`config.mk`:
```
export PLATFORM = sky130hd
export DESIGN_NAME = stereo_vu_meter_top
export DESIGN_NICKNAME = d
export VERILOG_FILES = /design/src/design/svm_pkg.sv /design/src/design/stereo_vu_meter_top.sv /design/src/design/svm_lane.sv /design/src/design/svm_root.sv
export VERILOG_INCLUDE_DIRS = /design/src /design/src/design
export SDC_FILE = /design/constraint.sdc
export NUM_CORES = 2
export LEC_CHECK = 0
export ABC_AREA = 1
export BUFFER_PORTS_ARGS = -buffer_cell sky130_fd_sc_hd__buf_2
export CAP_MARGIN = 25
export CELL_PAD_IN_SITES_DETAIL_PLACEMENT = 1
export CELL_PAD_IN_SITES_GLOBAL_PLACEMENT = 1
export CORE_MARGIN = 5
export CORE_UTILIZATION = 50
export CTS_CLUSTER_DIAMETER = 50
export CTS_CLUSTER_SIZE = 14
export DETAILED_ROUTE_END_ITERATION = 10
export GPL_TIMING_DRIVEN = 0
export PLACE_DENSITY = 0.78
export SLEW_MARGIN = 20
export SYNTH_ARGS = -nofsm -noshare
export SYNTH_HDL_FRONTEND = slang
export SYNTH_SLANG_ARGS = --single-unit
```
`constraint.sdc`:
```
create_clock -name clk_i -period 25.8 [get_ports clk_i]
set_clock_uncertainty 0.15 [all_clocks]
set_input_delay 5.16 -clock clk_i [delete_from_list [all_inputs] [get_ports clk_i]]
set_output_delay 5.16 -clock clk_i [all_outputs]
set_load 0.02 [all_outputs]
```
`src/design/assert_macros.svh`:
```
// Assertion helpers shared by the level meter modules.
// Both expect clk_i and rst_ni in scope.
`ifndef ASSERT_MACROS_SVH
`define ASSERT_MACROS_SVH

// Property checked at every clock edge outside reset
`define SVM_ASSERT(lbl, prop, msg) \
  lbl: assert property (@(posedge clk_i) disable iff (!rst_ni) prop) else $error(msg);

// Condition in one cycle implies a condition in the next cycle
`define SVM_ASSERT_NEXT(lbl, pre, post, msg) \
  lbl: assert property (@(posedge clk_i) disable iff (!rst_ni) (pre) |=> (post)) else $error(msg);

`endif

```
`src/design/svm_pkg.sv`:
```
package svm_pkg;

  // Defaults for the top level parameters
  localparam int SAMPLE_BITS_DEF    = 24;
  localparam int MAX_BUFFER_LEN_DEF = 4096;

  // Buffer length register
  localparam int             CFG_W        = 13;
  localparam logic [CFG_W-1:0] BUFLEN_RESET = 13'd256;

  // Full scale (1.0) in Q3.20
  localparam int ONE_Q = 1 << 20;

  // Input opcodes, carried on tuser
  localparam logic OP_SAMPLE = 1'b0;
  localparam logic OP_CLEAR  = 1'b1;

  // Per-channel accumulator control
  typedef struct packed {
    logic acc;   // sample beat taken this cycle
    logic last;  // that beat closes the buffer
  } lane_ctl_t;

  // Divide / root unit control
  typedef struct packed {
    logic start;  // load sum and length, begin
    logic ack;    // result taken, return to idle
  } root_ctl_t;

endpackage

```
`src/design/stereo_vu_meter_top.sv`:
```
`include "assert_macros.svh"

// Throughput: one stereo beat per cycle while a buffer fills; a buffer's last beat
//   waits until the previous result has moved to the output register.
// Result path: a buffer's last beat is registered (last2_q), which starts the
//   bit-serial divider and then the square root; the result is loaded into the
//   output register once both channels are done and the output is free.
// Reset: running peaks and sums, held peaks, clip flag and control state clear; buffer_len = 256.
module stereo_vu_meter_top import svm_pkg::*; #(
  parameter int SAMPLE_BITS    = SAMPLE_BITS_DEF,
  parameter int MAX_BUFFER_LEN = MAX_BUFFER_LEN_DEF,
  localparam int IN_W  = ((2 * SAMPLE_BITS + 7) / 8) * 8,
  localparam int OUT_W = ((6 * SAMPLE_BITS + 1 + 7) / 8) * 8
) (
  input  logic             clk_i,
  input  logic             rst_ni,
  // buffer length register
  input  logic             cfg_we_i,
  input  logic [CFG_W-1:0] cfg_wdata_i,
  // tdata: sample_left, sample_right
  input  logic             s_axis_tvalid,
  output logic             s_axis_tready,
  input  logic [IN_W-1:0]  s_axis_tdata,
  // tuser: opcode
  input  logic             s_axis_tuser,
  // tdata: peak_left, peak_right, held_left, held_right, rms_left,
  //        rms_right, clipped, zero pad
  output logic             m_axis_tvalid,
  input  logic             m_axis_tready,
  output logic [OUT_W-1:0] m_axis_tdata
);

  localparam int LEN_W   = $clog2(MAX_BUFFER_LEN + 1);
  localparam int SUM_RAW = 2 * SAMPLE_BITS - 1 + $clog2(MAX_BUFFER_LEN);
  localparam int SUM_W   = (SUM_RAW > 64) ? 64 : SUM_RAW;

  logic [CFG_W-1:0] len_cfg_q;
  logic [LEN_W-1:0] len_eff, cnt_q;
  logic             ends_next, beat, smp, clr, smp_last;
  logic             last2_q, be_full_q;
  lane_ctl_t        lane_ctl;
  root_ctl_t        root_ctl;

  logic [SAMPLE_BITS-1:0] pk_l, pk_r, held_l, held_r;
  logic [SUM_W-1:0]       sum_l, sum_r;
  logic [SAMPLE_BITS-1:0] hold_l_q, hold_r_q;
  logic                   clip_q, clip_new;

  logic [SAMPLE_BITS-1:0] snap_pk_l_q, snap_pk_r_q, snap_held_l_q, snap_held_r_q;
  logic                   snap_clip_q;
  logic                   done_l, done_r, load;
  logic [SAMPLE_BITS-1:0] rms_l, rms_r;
  logic                   m_valid_q;
  logic [OUT_W-1:0]       m_data_q;

  // Buffer length register and clamp to 1..MAX_BUFFER_LEN
  always_ff @(posedge clk_i or negedge rst_ni) begin
    if (!rst_ni) begin
      len_cfg_q <= BUFLEN_RESET;
    end else if (cfg_we_i) begin
      len_cfg_q <= cfg_wdata_i;
    end
  end

  assign len_eff = (len_cfg_q == '0) ? LEN_W'(1) :
                   (32'(len_cfg_q) > 32'(MAX_BUFFER_LEN)) ? LEN_W'(MAX_BUFFER_LEN) :
                   LEN_W'(len_cfg_q);

  // Input handshake: hold off a buffer-ending beat while the back end is taken
  assign ends_next     = ((LEN_W+1)'(cnt_q) + (LEN_W+1)'(1)) >= (LEN_W+1)'(len_eff);
  assign s_axis_tready = !ends_next || !(be_full_q || last2_q);
  assign beat          = s_axis_tvalid && s_axis_tready;
  assign smp           = beat && (s_axis_tuser == OP_SAMPLE);
  assign clr           = beat && (s_axis_tuser == OP_CLEAR);
  assign smp_last      = smp && ends_next;

  always_ff @(posedge clk_i or negedge rst_ni) begin
    if (!rst_ni) begin
      cnt_q   <= '0;
      last2_q <= 1'b0;
    end else begin
      last2_q <= smp_last;
      if (smp) begin
        cnt_q <= smp_last ? '0 : (cnt_q + LEN_W'(1));
      end
    end
  end

  assign lane_ctl.acc  = smp;
  assign lane_ctl.last = ends_next;

  // Channel lanes
  svm_lane #(.SAMPLE_BITS(SAMPLE_BITS), .SUM_W(SUM_W)) u_lane_l (
    .clk_i      (clk_i),
    .rst_ni     (rst_ni),
    .ctl_i      (lane_ctl),
    .sample_i   (s_axis_tdata[SAMPLE_BITS-1:0]),
    .peak_fin_o (pk_l),
    .sum_fin_o  (sum_l)
  );

  svm_lane #(.SAMPLE_BITS(SAMPLE_BITS), .SUM_W(SUM_W)) u_lane_r (
    .clk_i      (clk_i),
    .rst_ni     (rst_ni),
    .ctl_i      (lane_ctl),
    .sample_i   (s_axis_tdata[2*SAMPLE_BITS-1:SAMPLE_BITS]),
    .peak_fin_o (pk_r),
    .sum_fin_o  (sum_r)
  );

  // Merge: held peaks and clip flag at buffer end
  always_comb begin
    held_l   = (pk_l > hold_l_q) ? pk_l : hold_l_q;
    held_r   = (pk_r > hold_r_q) ? pk_r : hold_r_q;
    clip_new = clip_q || (33'(pk_l) > 33'(ONE_Q)) || (33'(pk_r) > 33'(ONE_Q));
  end

  // A clear beat in the merge cycle arrived after the buffer's last beat
  always_ff @(posedge clk_i or negedge rst_ni) begin
    if (!rst_ni) begin
      hold_l_q <= '0;
      hold_r_q <= '0;
      clip_q   <= 1'b0;
    end else if (clr) begin
      hold_l_q <= '0;
      hold_r_q <= '0;
      clip_q   <= 1'b0;
    end else if (last2_q) begin
      hold_l_q <= held_l;
      hold_r_q <= held_r;
      clip_q   <= clip_new;
    end
  end

  // Snapshot held for the back end
  always_ff @(posedge clk_i) begin
    if (last2_q) begin
      snap_pk_l_q   <= pk_l;
      snap_pk_r_q   <= pk_r;
      snap_held_l_q <= held_l;
      snap_held_r_q <= held_r;
      snap_clip_q   <= clip_new;
    end
  end

  always_ff @(posedge clk_i or negedge rst_ni) begin
    if (!rst_ni) begin
      be_full_q <= 1'b0;
    end else if (last2_q) begin
      be_full_q <= 1'b1;
    end else if (load) begin
      be_full_q <= 1'b0;
    end
  end

  assign load           = be_full_q && done_l && done_r && (!m_valid_q || m_axis_tready);
  assign root_ctl.start = last2_q;
  assign root_ctl.ack   = load;

  // RMS back end, one per channel
  svm_root #(.SAMPLE_BITS(SAMPLE_BITS), .SUM_W(SUM_W), .LEN_W(LEN_W)) u_root_l (
    .clk_i  (clk_i),
    .rst_ni (rst_ni),
    .ctl_i  (root_ctl),
    .sum_i  (sum_l),
    .len_i  (len_eff),
    .done_o (done_l),
    .root_o (rms_l)
  );

  svm_root #(.SAMPLE_BITS(SAMPLE_BITS), .SUM_W(SUM_W), .LEN_W(LEN_W)) u_root_r (
    .clk_i  (clk_i),
    .rst_ni (rst_ni),
    .ctl_i  (root_ctl),
    .sum_i  (sum_r),
    .len_i  (len_eff),
    .done_o (done_r),
    .root_o (rms_r)
  );

  // Output register
  always_ff @(posedge clk_i or negedge rst_ni) begin
    if (!rst_ni) begin
      m_valid_q <= 1'b0;
    end else if (load) begin
      m_valid_q <= 1'b1;
    end else if (m_axis_tready) begin
      m_valid_q <= 1'b0;
    end
  end

  always_ff @(posedge clk_i) begin
    if (load) begin
      m_data_q <= OUT_W'({snap_clip_q, rms_r, rms_l, snap_held_r_q, snap_held_l_q,
                          snap_pk_r_q, snap_pk_l_q});
    end
  end

  assign m_axis_tvalid = m_valid_q;
  assign m_axis_tdata  = m_data_q;

  `SVM_ASSERT(a_roots_sync, (done_l == done_r), "channel root units out of step")
  `SVM_ASSERT(a_no_overrun, (last2_q |-> !be_full_q), "buffer end while back end occupied")
  `SVM_ASSERT_NEXT(a_snap_taken, last2_q, be_full_q && !done_l, "buffer end not handed off")
  `SVM_ASSERT(a_held_ge_peak, (be_full_q |-> (snap_held_l_q >= snap_pk_l_q) &&
                                (snap_held_r_q >= snap_pk_r_q)), "held peak below buffer peak")

endmodule

```
`src/design/svm_lane.sv`:
```
// One channel: magnitude and square in the first stage, peak and
// saturating sum-of-squares accumulation in the second.
module svm_lane import svm_pkg::*; #(
  parameter int SAMPLE_BITS = SAMPLE_BITS_DEF,
  parameter int SUM_W       = 59
) (
  input  logic                          clk_i,
  input  logic                          rst_ni,
  input  lane_ctl_t                     ctl_i,
  input  logic signed [SAMPLE_BITS-1:0] sample_i,
  output logic [SAMPLE_BITS-1:0]        peak_fin_o,
  output logic [SUM_W-1:0]              sum_fin_o
);

  logic [SAMPLE_BITS-1:0]   raw;
  logic [SAMPLE_BITS-1:0]   mag;
  logic [2*SAMPLE_BITS-1:0] sq;

  logic                     v_q, last_q;
  logic [SAMPLE_BITS-1:0]   mag_q;
  logic [2*SAMPLE_BITS-1:0] sq_q;
  logic [SAMPLE_BITS-1:0]   peak_q, peak_new;
  logic [SUM_W-1:0]         sum_q, sum_new;
  logic [SUM_W:0]           sum_ext;

  // Stage 1: magnitude (most negative code maps to 2^(N-1)) and square
  always_comb begin
    raw = sample_i;
    mag = raw[SAMPLE_BITS-1] ? (~raw + SAMPLE_BITS'(1)) : raw;
    sq  = (2*SAMPLE_BITS)'(mag) * (2*SAMPLE_BITS)'(mag);
  end

  always_ff @(posedge clk_i or negedge rst_ni) begin
    if (!rst_ni) begin
      v_q    <= 1'b0;
      last_q <= 1'b0;
    end else begin
      v_q    <= ctl_i.acc;
      last_q <= ctl_i.acc & ctl_i.last;
    end
  end

  always_ff @(posedge clk_i) begin
    if (ctl_i.acc) begin
      mag_q <= mag;
      sq_q  <= sq;
    end
  end

  // Stage 2: running peak and saturating sum
  always_comb begin
    peak_new = (mag_q > peak_q) ? mag_q : peak_q;
    sum_ext  = {1'b0, sum_q} + (SUM_W+1)'(sq_q);
    sum_new  = sum_ext[SUM_W] ? '1 : sum_ext[SUM_W-1:0];
  end

  assign peak_fin_o = peak_new;
  assign sum_fin_o  = sum_new;

  always_ff @(posedge clk_i or negedge rst_ni) begin
    if (!rst_ni) begin
      peak_q <= '0;
      sum_q  <= '0;
    end else if (v_q) begin
      if (last_q) begin
        peak_q <= '0;
        sum_q  <= '0;
      end else begin
        peak_q <= peak_new;
        sum_q  <= sum_new;
      end
    end
  end

endmodule

```
`src/design/svm_root.sv`:
```
`include "assert_macros.svh"

// Buffer-end back end for one channel: restoring divide of the sum by the
// buffer length (one quotient bit a cycle), then digit-by-digit integer
// square root (one root bit a cycle). Result holds until acknowledged.
module svm_root import svm_pkg::*; #(
  parameter int SAMPLE_BITS = SAMPLE_BITS_DEF,
  parameter int SUM_W       = 59,
  parameter int LEN_W       = 13
) (
  input  logic                   clk_i,
  input  logic                   rst_ni,
  input  root_ctl_t              ctl_i,
  input  logic [SUM_W-1:0]       sum_i,
  input  logic [LEN_W-1:0]       len_i,
  output logic                   done_o,
  output logic [SAMPLE_BITS-1:0] root_o
);

  localparam int RT_W  = (SUM_W + 1) / 2;
  localparam int RAD_W = 2 * RT_W;
  localparam int CNT_W = $clog2(SUM_W + 1);

  localparam logic [1:0] ST_IDLE = 2'd0;
  localparam logic [1:0] ST_DIV  = 2'd1;
  localparam logic [1:0] ST_SQRT = 2'd2;
  localparam logic [1:0] ST_DONE = 2'd3;

  logic [1:0]       state_q, state_d;
  logic [CNT_W-1:0] step_q, step_d;

  logic [SUM_W-1:0] dq_q;
  logic [LEN_W-1:0] rem_q, div_q;
  logic [RAD_W-1:0] rad_q;
  logic [RT_W+1:0]  srem_q;
  logic [RT_W-1:0]  root_q;

  logic [LEN_W:0]   rem_sh, rem_nx;
  logic             qbit;
  logic [SUM_W-1:0] dq_nx;
  logic [RT_W+1:0]  srem_sh, trial, srem_nx;
  logic             rbit;

  // Divide step
  always_comb begin
    rem_sh = {rem_q, dq_q[SUM_W-1]};
    qbit   = (rem_sh >= {1'b0, div_q});
    rem_nx = qbit ? (rem_sh - {1'b0, div_q}) : rem_sh;
    dq_nx  = {dq_q[SUM_W-2:0], qbit};
  end

  // Root step: bring down two radicand bits, try (root << 2) | 1
  always_comb begin
    srem_sh = {srem_q[RT_W-1:0], rad_q[RAD_W-1 -: 2]};
    trial   = {root_q, 2'b01};
    rbit    = (srem_sh >= trial);
    srem_nx = rbit ? (srem_sh - trial) : srem_sh;
  end

  // Sequencer
  always_comb begin
    state_d = state_q;
    step_d  = step_q;
    case (state_q)
      ST_IDLE: begin
        if (ctl_i.start) begin
          state_d = ST_DIV;
          step_d  = '0;
        end
      end
      ST_DIV: begin
        if (step_q == CNT_W'(SUM_W - 1)) begin
          state_d = ST_SQRT;
          step_d  = '0;
        end else begin
          step_d = step_q + CNT_W'(1);
        end
      end
      ST_SQRT: begin
        if (step_q == CNT_W'(RT_W - 1)) begin
          state_d = ST_DONE;
        end else begin
          step_d = step_q + CNT_W'(1);
        end
      end
      ST_DONE: begin
        if (ctl_i.ack) begin
          state_d = ST_IDLE;
        end
      end
      default: state_d = ST_IDLE;
    endcase
  end

  always_ff @(posedge clk_i or negedge rst_ni) begin
    if (!rst_ni) begin
      state_q <= ST_IDLE;
      step_q  <= '0;
    end else begin
      state_q <= state_d;
      step_q  <= step_d;
    end
  end

  // Datapath registers
  always_ff @(posedge clk_i) begin
    case (state_q)
      ST_IDLE: begin
        if (ctl_i.start) begin
          dq_q  <= sum_i;
          div_q <= len_i;
          rem_q <= '0;
        end
      end
      ST_DIV: begin
        dq_q  <= dq_nx;
        rem_q <= rem_nx[LEN_W-1:0];
        if (step_q == CNT_W'(SUM_W - 1)) begin
          rad_q  <= RAD_W'(dq_nx);
          srem_q <= '0;
          root_q <= '0;
        end
      end
      ST_SQRT: begin
        rad_q  <= {rad_q[RAD_W-3:0], 2'b00};
        srem_q <= srem_nx;
        root_q <= {root_q[RT_W-2:0], rbit};
      end
      default: ;
    endcase
  end

  assign done_o = (state_q == ST_DONE);
  assign root_o = root_q[SAMPLE_BITS-1:0];

  `SVM_ASSERT(a_start_idle, (ctl_i.start |-> state_q == ST_IDLE), "root unit started while busy")

endmodule
```
Word-level counts from Yosys, hierarchy flattened. Cells that the tools add are included.

Bits in registers: 1058. Input bits: 67. Output and inout bits: 154. Logic and storage cells: 190.

Add/sub/neg operators: 12. Multiply operators: 2. Order comparisons: 12. Eq/ne operators: 20. Muxes and demuxes: 63. Bitwise operators: 4. Reductions and logical operators: 37.

Operator list (count): $mux 59 (6); $mux 24 (12); $pmux 30 s2 (4); $pmux 60 s2 (2); $pmux 59 s2 (2); $mux 30 (6); $add 59x48->60 (2); $mux 60 (2); $gt 24x24->1 (4); $mul 24x24->48 (2); $mux 13 (6); $ge 32x32->1 (2); $sub 30x30->30 (2); $pmux 13 s2 (2); $add 24x1->24 const B (2); $gt 24x21->1 const B (2); $not 24->24 (2); $ge 14x13->1 (3); $pmux 6 s3 (2); $mux 6 (5); $sub 13x13->13 (2); $pmux 2 s4 (2); $add 13x1->14 const B (1); $reduce_bool 2->1 (7); 22 further kinds (68).

Logic depth before layout (Yosys ltp).
Depth after elaboration: 10. Depth in mapped cells: 44. Gate-level depth less buffers: 42.

Hierarchy. A second synthesis with hierarchy kept.

Cells, all modules: 11952. Area total of the unflattened synthesis: 95730.6 um^2.

By module, submodules not included: svm_lane (u_lane_l) (times used 1, cells each 3919, area an instance 28856.4 um^2, seq. area each 4229.1 um^2); svm_lane (u_lane_r) (times used 1, cells each 3885, area an instance 28711.3 um^2, seq. area each 4229.1 um^2); svm_root (times used 2, cells each 1480, area an instance 12380.6 um^2, seq. area each 6356.1 um^2); stereo_vu_meter_top (times used 1, cells each 1188, area an instance 13401.6 um^2, seq. area each 9220.1 um^2).

Least setup slack after synthesis. OpenSTA, ideal clock, no wires.

Kind: input port to flip-flop. From: in s_axis_tdata[0]. To: reg u_lane_l.sq_q[45] (data pin). Library setup time: 0.262 ns. Arrival: 12.508 ns. Required time: 25.388 ns. Path slack: 12.880 ns. Cell stages on the path: 41. Path buffers: 2. Cells stage by stage: inv_1 > clkbuf_1 > ha_1 > inv_1 > nor3_2 > nand2_1 > inv_1 > nand3_1 > nor2_1 > nand2_1 > nor2_1 > a21oi_1 > or2_0 > nand2_1 > buf_2 > nand2_1 > fa_1 > inv_1 > [... 5 more ...] > fa_1 > fa_1 > inv_1 > fa_1 > inv_1 > ha_1 > nand2_1 > nor2_1 > inv_1 > nor2_1 > inv_1 > nor4_1 > nand3_1 > nand3_1 > nand2_1 > o211ai_1 > a21oi_1 > xor2_1.

Longest elaborated chain between the ends: 4.

RTL lines: from (decl) (RTL line stereo_vu_meter_top.sv:23) `input logic [IN_W-1:0] s_axis_tdata,`; $not 24->24 (RTL line svm_lane.sv:29) `mag = raw[SAMPLE_BITS-1] ? (~raw + SAMPLE_BITS'(1)) : raw;`; $add 24x1->24 (RTL line svm_lane.sv:29); $mux 24 (RTL line svm_lane.sv:29); named net u_lane_l.mag[18] (RTL line svm_lane.sv:16) `logic [SAMPLE_BITS-1:0] mag;`; $mul 24x24->48 (RTL line svm_lane.sv:30) `sq = (2*SAMPLE_BITS)'(mag) * (2*SAMPLE_BITS)'(mag);`; named net u_lane_l.sq[45] (RTL line svm_lane.sv:17) `logic [2*SAMPLE_BITS-1:0] sq;`; to (signal assigned) (RTL line svm_lane.sv:46) `sq_q <= sq;`; to (decl) (RTL line svm_lane.sv:21) `logic [2*SAMPLE_BITS-1:0] sq_q;`.

The timed path passes the listed nets, and every way through them passes these cells. A chain may end at the register's enable or synchronous reset.

Worst setup path after layout.
From: in s_axis_tdata[24]. To: reg u_lane_r.sq_q[40] (data pin).

Longest elaborated chain between the ends: 4.

RTL lines (RTL line): $not 24->24 (svm_lane.sv:29); $add 24x1->24 (svm_lane.sv:29); $mux 24 (svm_lane.sv:29); named net u_lane_r.mag[16] (svm_lane.sv:16); $mul 24x24->48 (svm_lane.sv:30); named net u_lane_r.sq[40] (svm_lane.sv:17); to (signal assigned) (svm_lane.sv:46); to (decl) (svm_lane.sv:21).

The timed path passes the listed nets, and every way through them passes these cells.

==> results.py <==
metrics = {
    "worst_setup_path": {
        "critPathSlowestCell": "clkbuf_1",
        "path_class": "primary input to flip-flop",
        "start_kind": "primary input",
        "path_common_cell": "fa_1",
        "critPathCaptureType": "flip-flop",
        "ff2ff_setup_slack_ns": 19.87,
        "max_stage_delay_ns": 0.74,
        "r2r_cells": 24,
        "r2r-end": "hold_r_q[15]",
        "required_ns": 26.10,
        "path_max_fanout": 11,
        "rr_startpoint": "u_lane_r.mag_q[14]",
        "cp.arrival_ns": 15.66,
    },
    "clocking": {
        "htreeDepth": 3,
        "cts_tree": "built",
        "clk_latency_ns": 0.74,
        "cts_made_buffers": 110,
        "clock_path_buffers": 3,
        "post_cts.repair.setup_buffers": 0,
        "ctsResizeCount": 0,
        "cts_sinks": 1053,
        "clockRootBuffer": "clkbuf_16",
        "cts-hold-fix-buffers": 0,
        "path_clk_slew_ns": 0.07,
    },
    "timing": {
        "slew_viol_final": 0,
        "tightestPinTransition_ns": 1.19,
        "timing.final.hold_violations": 0,
        "rsz0062_at_grt": "no",
        "max_slew_margin_pct": 20.5,
        "post-route-period-util_pct": 59.5,
        "setup-violations-final": 0,
        "period_needed_ns": 15.36,
        "final.setup.tns_ns": 0,
        "fmax_ghz": 0.0651,
    },
    "final_layout": {
        "post-route-util_pct": 55.2,
        "final_common_cell": "inv_1",
        "drive_above_1_share_pct": 5.44,
        "area_growth_syn_to_layout_pct": 9.90,
        "nNetsFinal": 11700,
        "final_cell_mix": "2,029 x inv_1, 1,939 x nand2_1, 851 x fa_1, 792 x edfxtp_1, 763 x nor2_1",
    },
    "floorplanning": {
        "start_util_pct": 50.2,
        "placementRows": 153,
        "dieArea_sq_um": 183000,
        "die_w_um": 428,
        "die_h_um": 428,
        "core_sq_um": 174000,
        "io_pins": 221,
    },
    "detailed_routing": {
        "remaining_drc_errors": 0,
        "via_count": 69700,
        "via_per_inst": 5.55,
        "wire_per_inst_um": 22.5,
        "drtIter0Drc": 5029,
        "postRouteAntennaNets": 0,
        "wl_mm": 282,
        "first_pass_iters": 5,
    },
    "grt": {
        "grt_pass1_wl_mm": 439,
        "grt_pass1_vias": 76700,
        "track_usage_pct": 30.5,
        "globalRouteOverflowTotal": 0,
        "grt_max_degree": 107,
        "antenna_found_initial": 5,
    },
    "logic_synthesis": {
        "ys_async_sr_fraction_pct": 24.8,
        "yosysWarnings": 0,
        "synth_cell_types": 60,
        "synth.avg_cell_area_sq_um": 8.98,
        "ys_seq_area_share_pct": 34.7,
        "synth_area_sq_um": 87300,
        "synth_edf_count": 792,
        "ys_seq_elements": 1053,
        "synth_flop_cell": "edfxtp_1",
        "synthCells": 9730,
    },
    "min_path": {
        "hold_depth": 0,
        "whs_endpoint": "m_axis_tdata[56]",
        "hp-start": "snap_held_l_q[8]",
        "hold_class": "flip-flop to flip-flop",
    },
    "run_status": {
        "outcome": "finished, final reports clean",
    },
    "placed_design": {
        "io_buffers": 212,
        "dpl.hpwl_mm": 230,
        "gp_congestion": 0.949,
    },
    "run": {
        "drv_cap": 0,
    },
}
==> layout make-up <==
cell class | count | area [sq um]
fillers | 20500 | 77800
multi-input cells | 6404 | 48400
flip-flops and latches | 1053 | 30300
inverters | 2063 | 7740
clock buffers | 157 | 3070
well taps | 2325 | 2910
repair buffers | 243 | 1780
plain buffers | 249 | 1050
clock inverters | 51 | 664
diodes | 4 | 10.0
==> cell usage after synthesis, types with 8 or more instances <==
library cell	number	area [sq um]
o22ai_1	31	194
a221oi_1	8	70.1
ha_1	651	8150
nand3_1	234	1170
nand3b_1	15	113
a21oi_1	462	2310
buf_2	41	205
o211ai_1	27	203
dfrtp_1	260	6510
o21ai_0	648	3240
edfxtp_1	792	23800
xnor2_1	129	1130
nand2_1	1939	7280
fa_1	851	17000
xor2_1	142	1240
inv_2	17	63.8
a22o_1	63	552
buf_1	20	75.1
o21a_1	23	173
nor2_1	764	2870
or2_2	26	163
nand4_1	31	194
a21o_1	44	330
buf_4	8	60.1
nor4_1	30	188
a31oi_1	55	344
clkinv_1	17	63.8
nand2_2	8	50.1
nor3_1	61	305
clkbuf_1	175	657
inv_1	2029	7620
a211oi_1	11	82.6
o21bai_1	29	218
a21boi_0	12	90.1
nor2_2	12	75.1
o21ai_1	8	40.0
==> per-stage QoR <==
stage | setup slack (ns) | cells | hold slack (ns) | cell area (sq um)
global placement | 9.28 | 12300 | 0.251 | 91500
global route | 9.96 | 12500 | 0.245 | 96000
floorplan | 12.88 | 9769 | 0.250 | 87500
finish | 10.44 | 12500 | 0.245 | 96000
CTS | 10.67 | 12500 | 0.242 | 95900
detailed placement | 9.91 | 12300 | 0.256 | 92200
==> worst max-delay path by stage <==
stage	from	to	slack, ns
after global routing	s_axis_tdata[24]	u_lane_r.sq_q[44]	9.96
final	s_axis_tdata[24]	u_lane_r.sq_q[40]	10.44
after CTS	s_axis_tdata[24]	u_lane_r.sq_q[40]	10.67
after global placement	m_axis_tready	u_root_l.state_q[0]	9.28
after detailed placement	s_axis_tdata[24]	u_lane_r.sq_q[40]	9.91
after floorplan	s_axis_tdata[0]	u_lane_l.sq_q[45]	12.88
==> cell families after synthesis <==
logic type / after synthesis / share of synthesized area [%]
compound gates: 1442 / 9.19
mux: 1 / 0.0129
fa+ha+maj: 1502 / 28.8
buf+inv: 2312 / 10.1
other cells: 2 / 0.00860
xor+xnor: 272 / 2.74
flops: 1053 / 34.7
simple gates: 3146 / 14.4
==> state kept, by name, indices dropped and copies added, names as in the netlist, 30 cells and up <==
| name | count |
|---|---|
| u_root_r.dq_q | 59 |
| u_root_l.root_q | 30 |
| u_lane_r.sq_q | 47 |
| u_root_l.srem_q | 30 |
| u_root_r.srem_q | 30 |
| u_root_r.rad_q | 60 |
| u_root_l.dq_q | 59 |
| u_lane_l.sq_q | 47 |
| u_root_r.root_q | 30 |
| u_lane_r.sum_q | 59 |
| u_lane_l.sum_q | 59 |
| m_axis_tdata | 145 |
| u_root_l.rad_q | 60 |
==> per-layer routing <==
layer / global-route usage [%] / vias up / share of wire (%)
met5: 0 / - / 0.0046
met4: 10.2 / 2 / 3.5
met3: 3.90 / 522 / 6.0
met2: 51.9 / 2020 / 48
met1: 40.7 / 35600 / 42
li1: - / 31600 / -
==> critical path: cells and delay by family <==
family                     cells  cell delay [ns]
buffers and inverters          8             1.97
adders and majority gates      9             4.42
xor gates and xnor gates       2             1.21
AOI/OAI and AO/OA              3             0.56
and+or+nand+nor               12             2.27
Power is left out: the tool's default activity adds up to more than one toggle a clock period on the data nets, which glitch-free logic cannot reach.
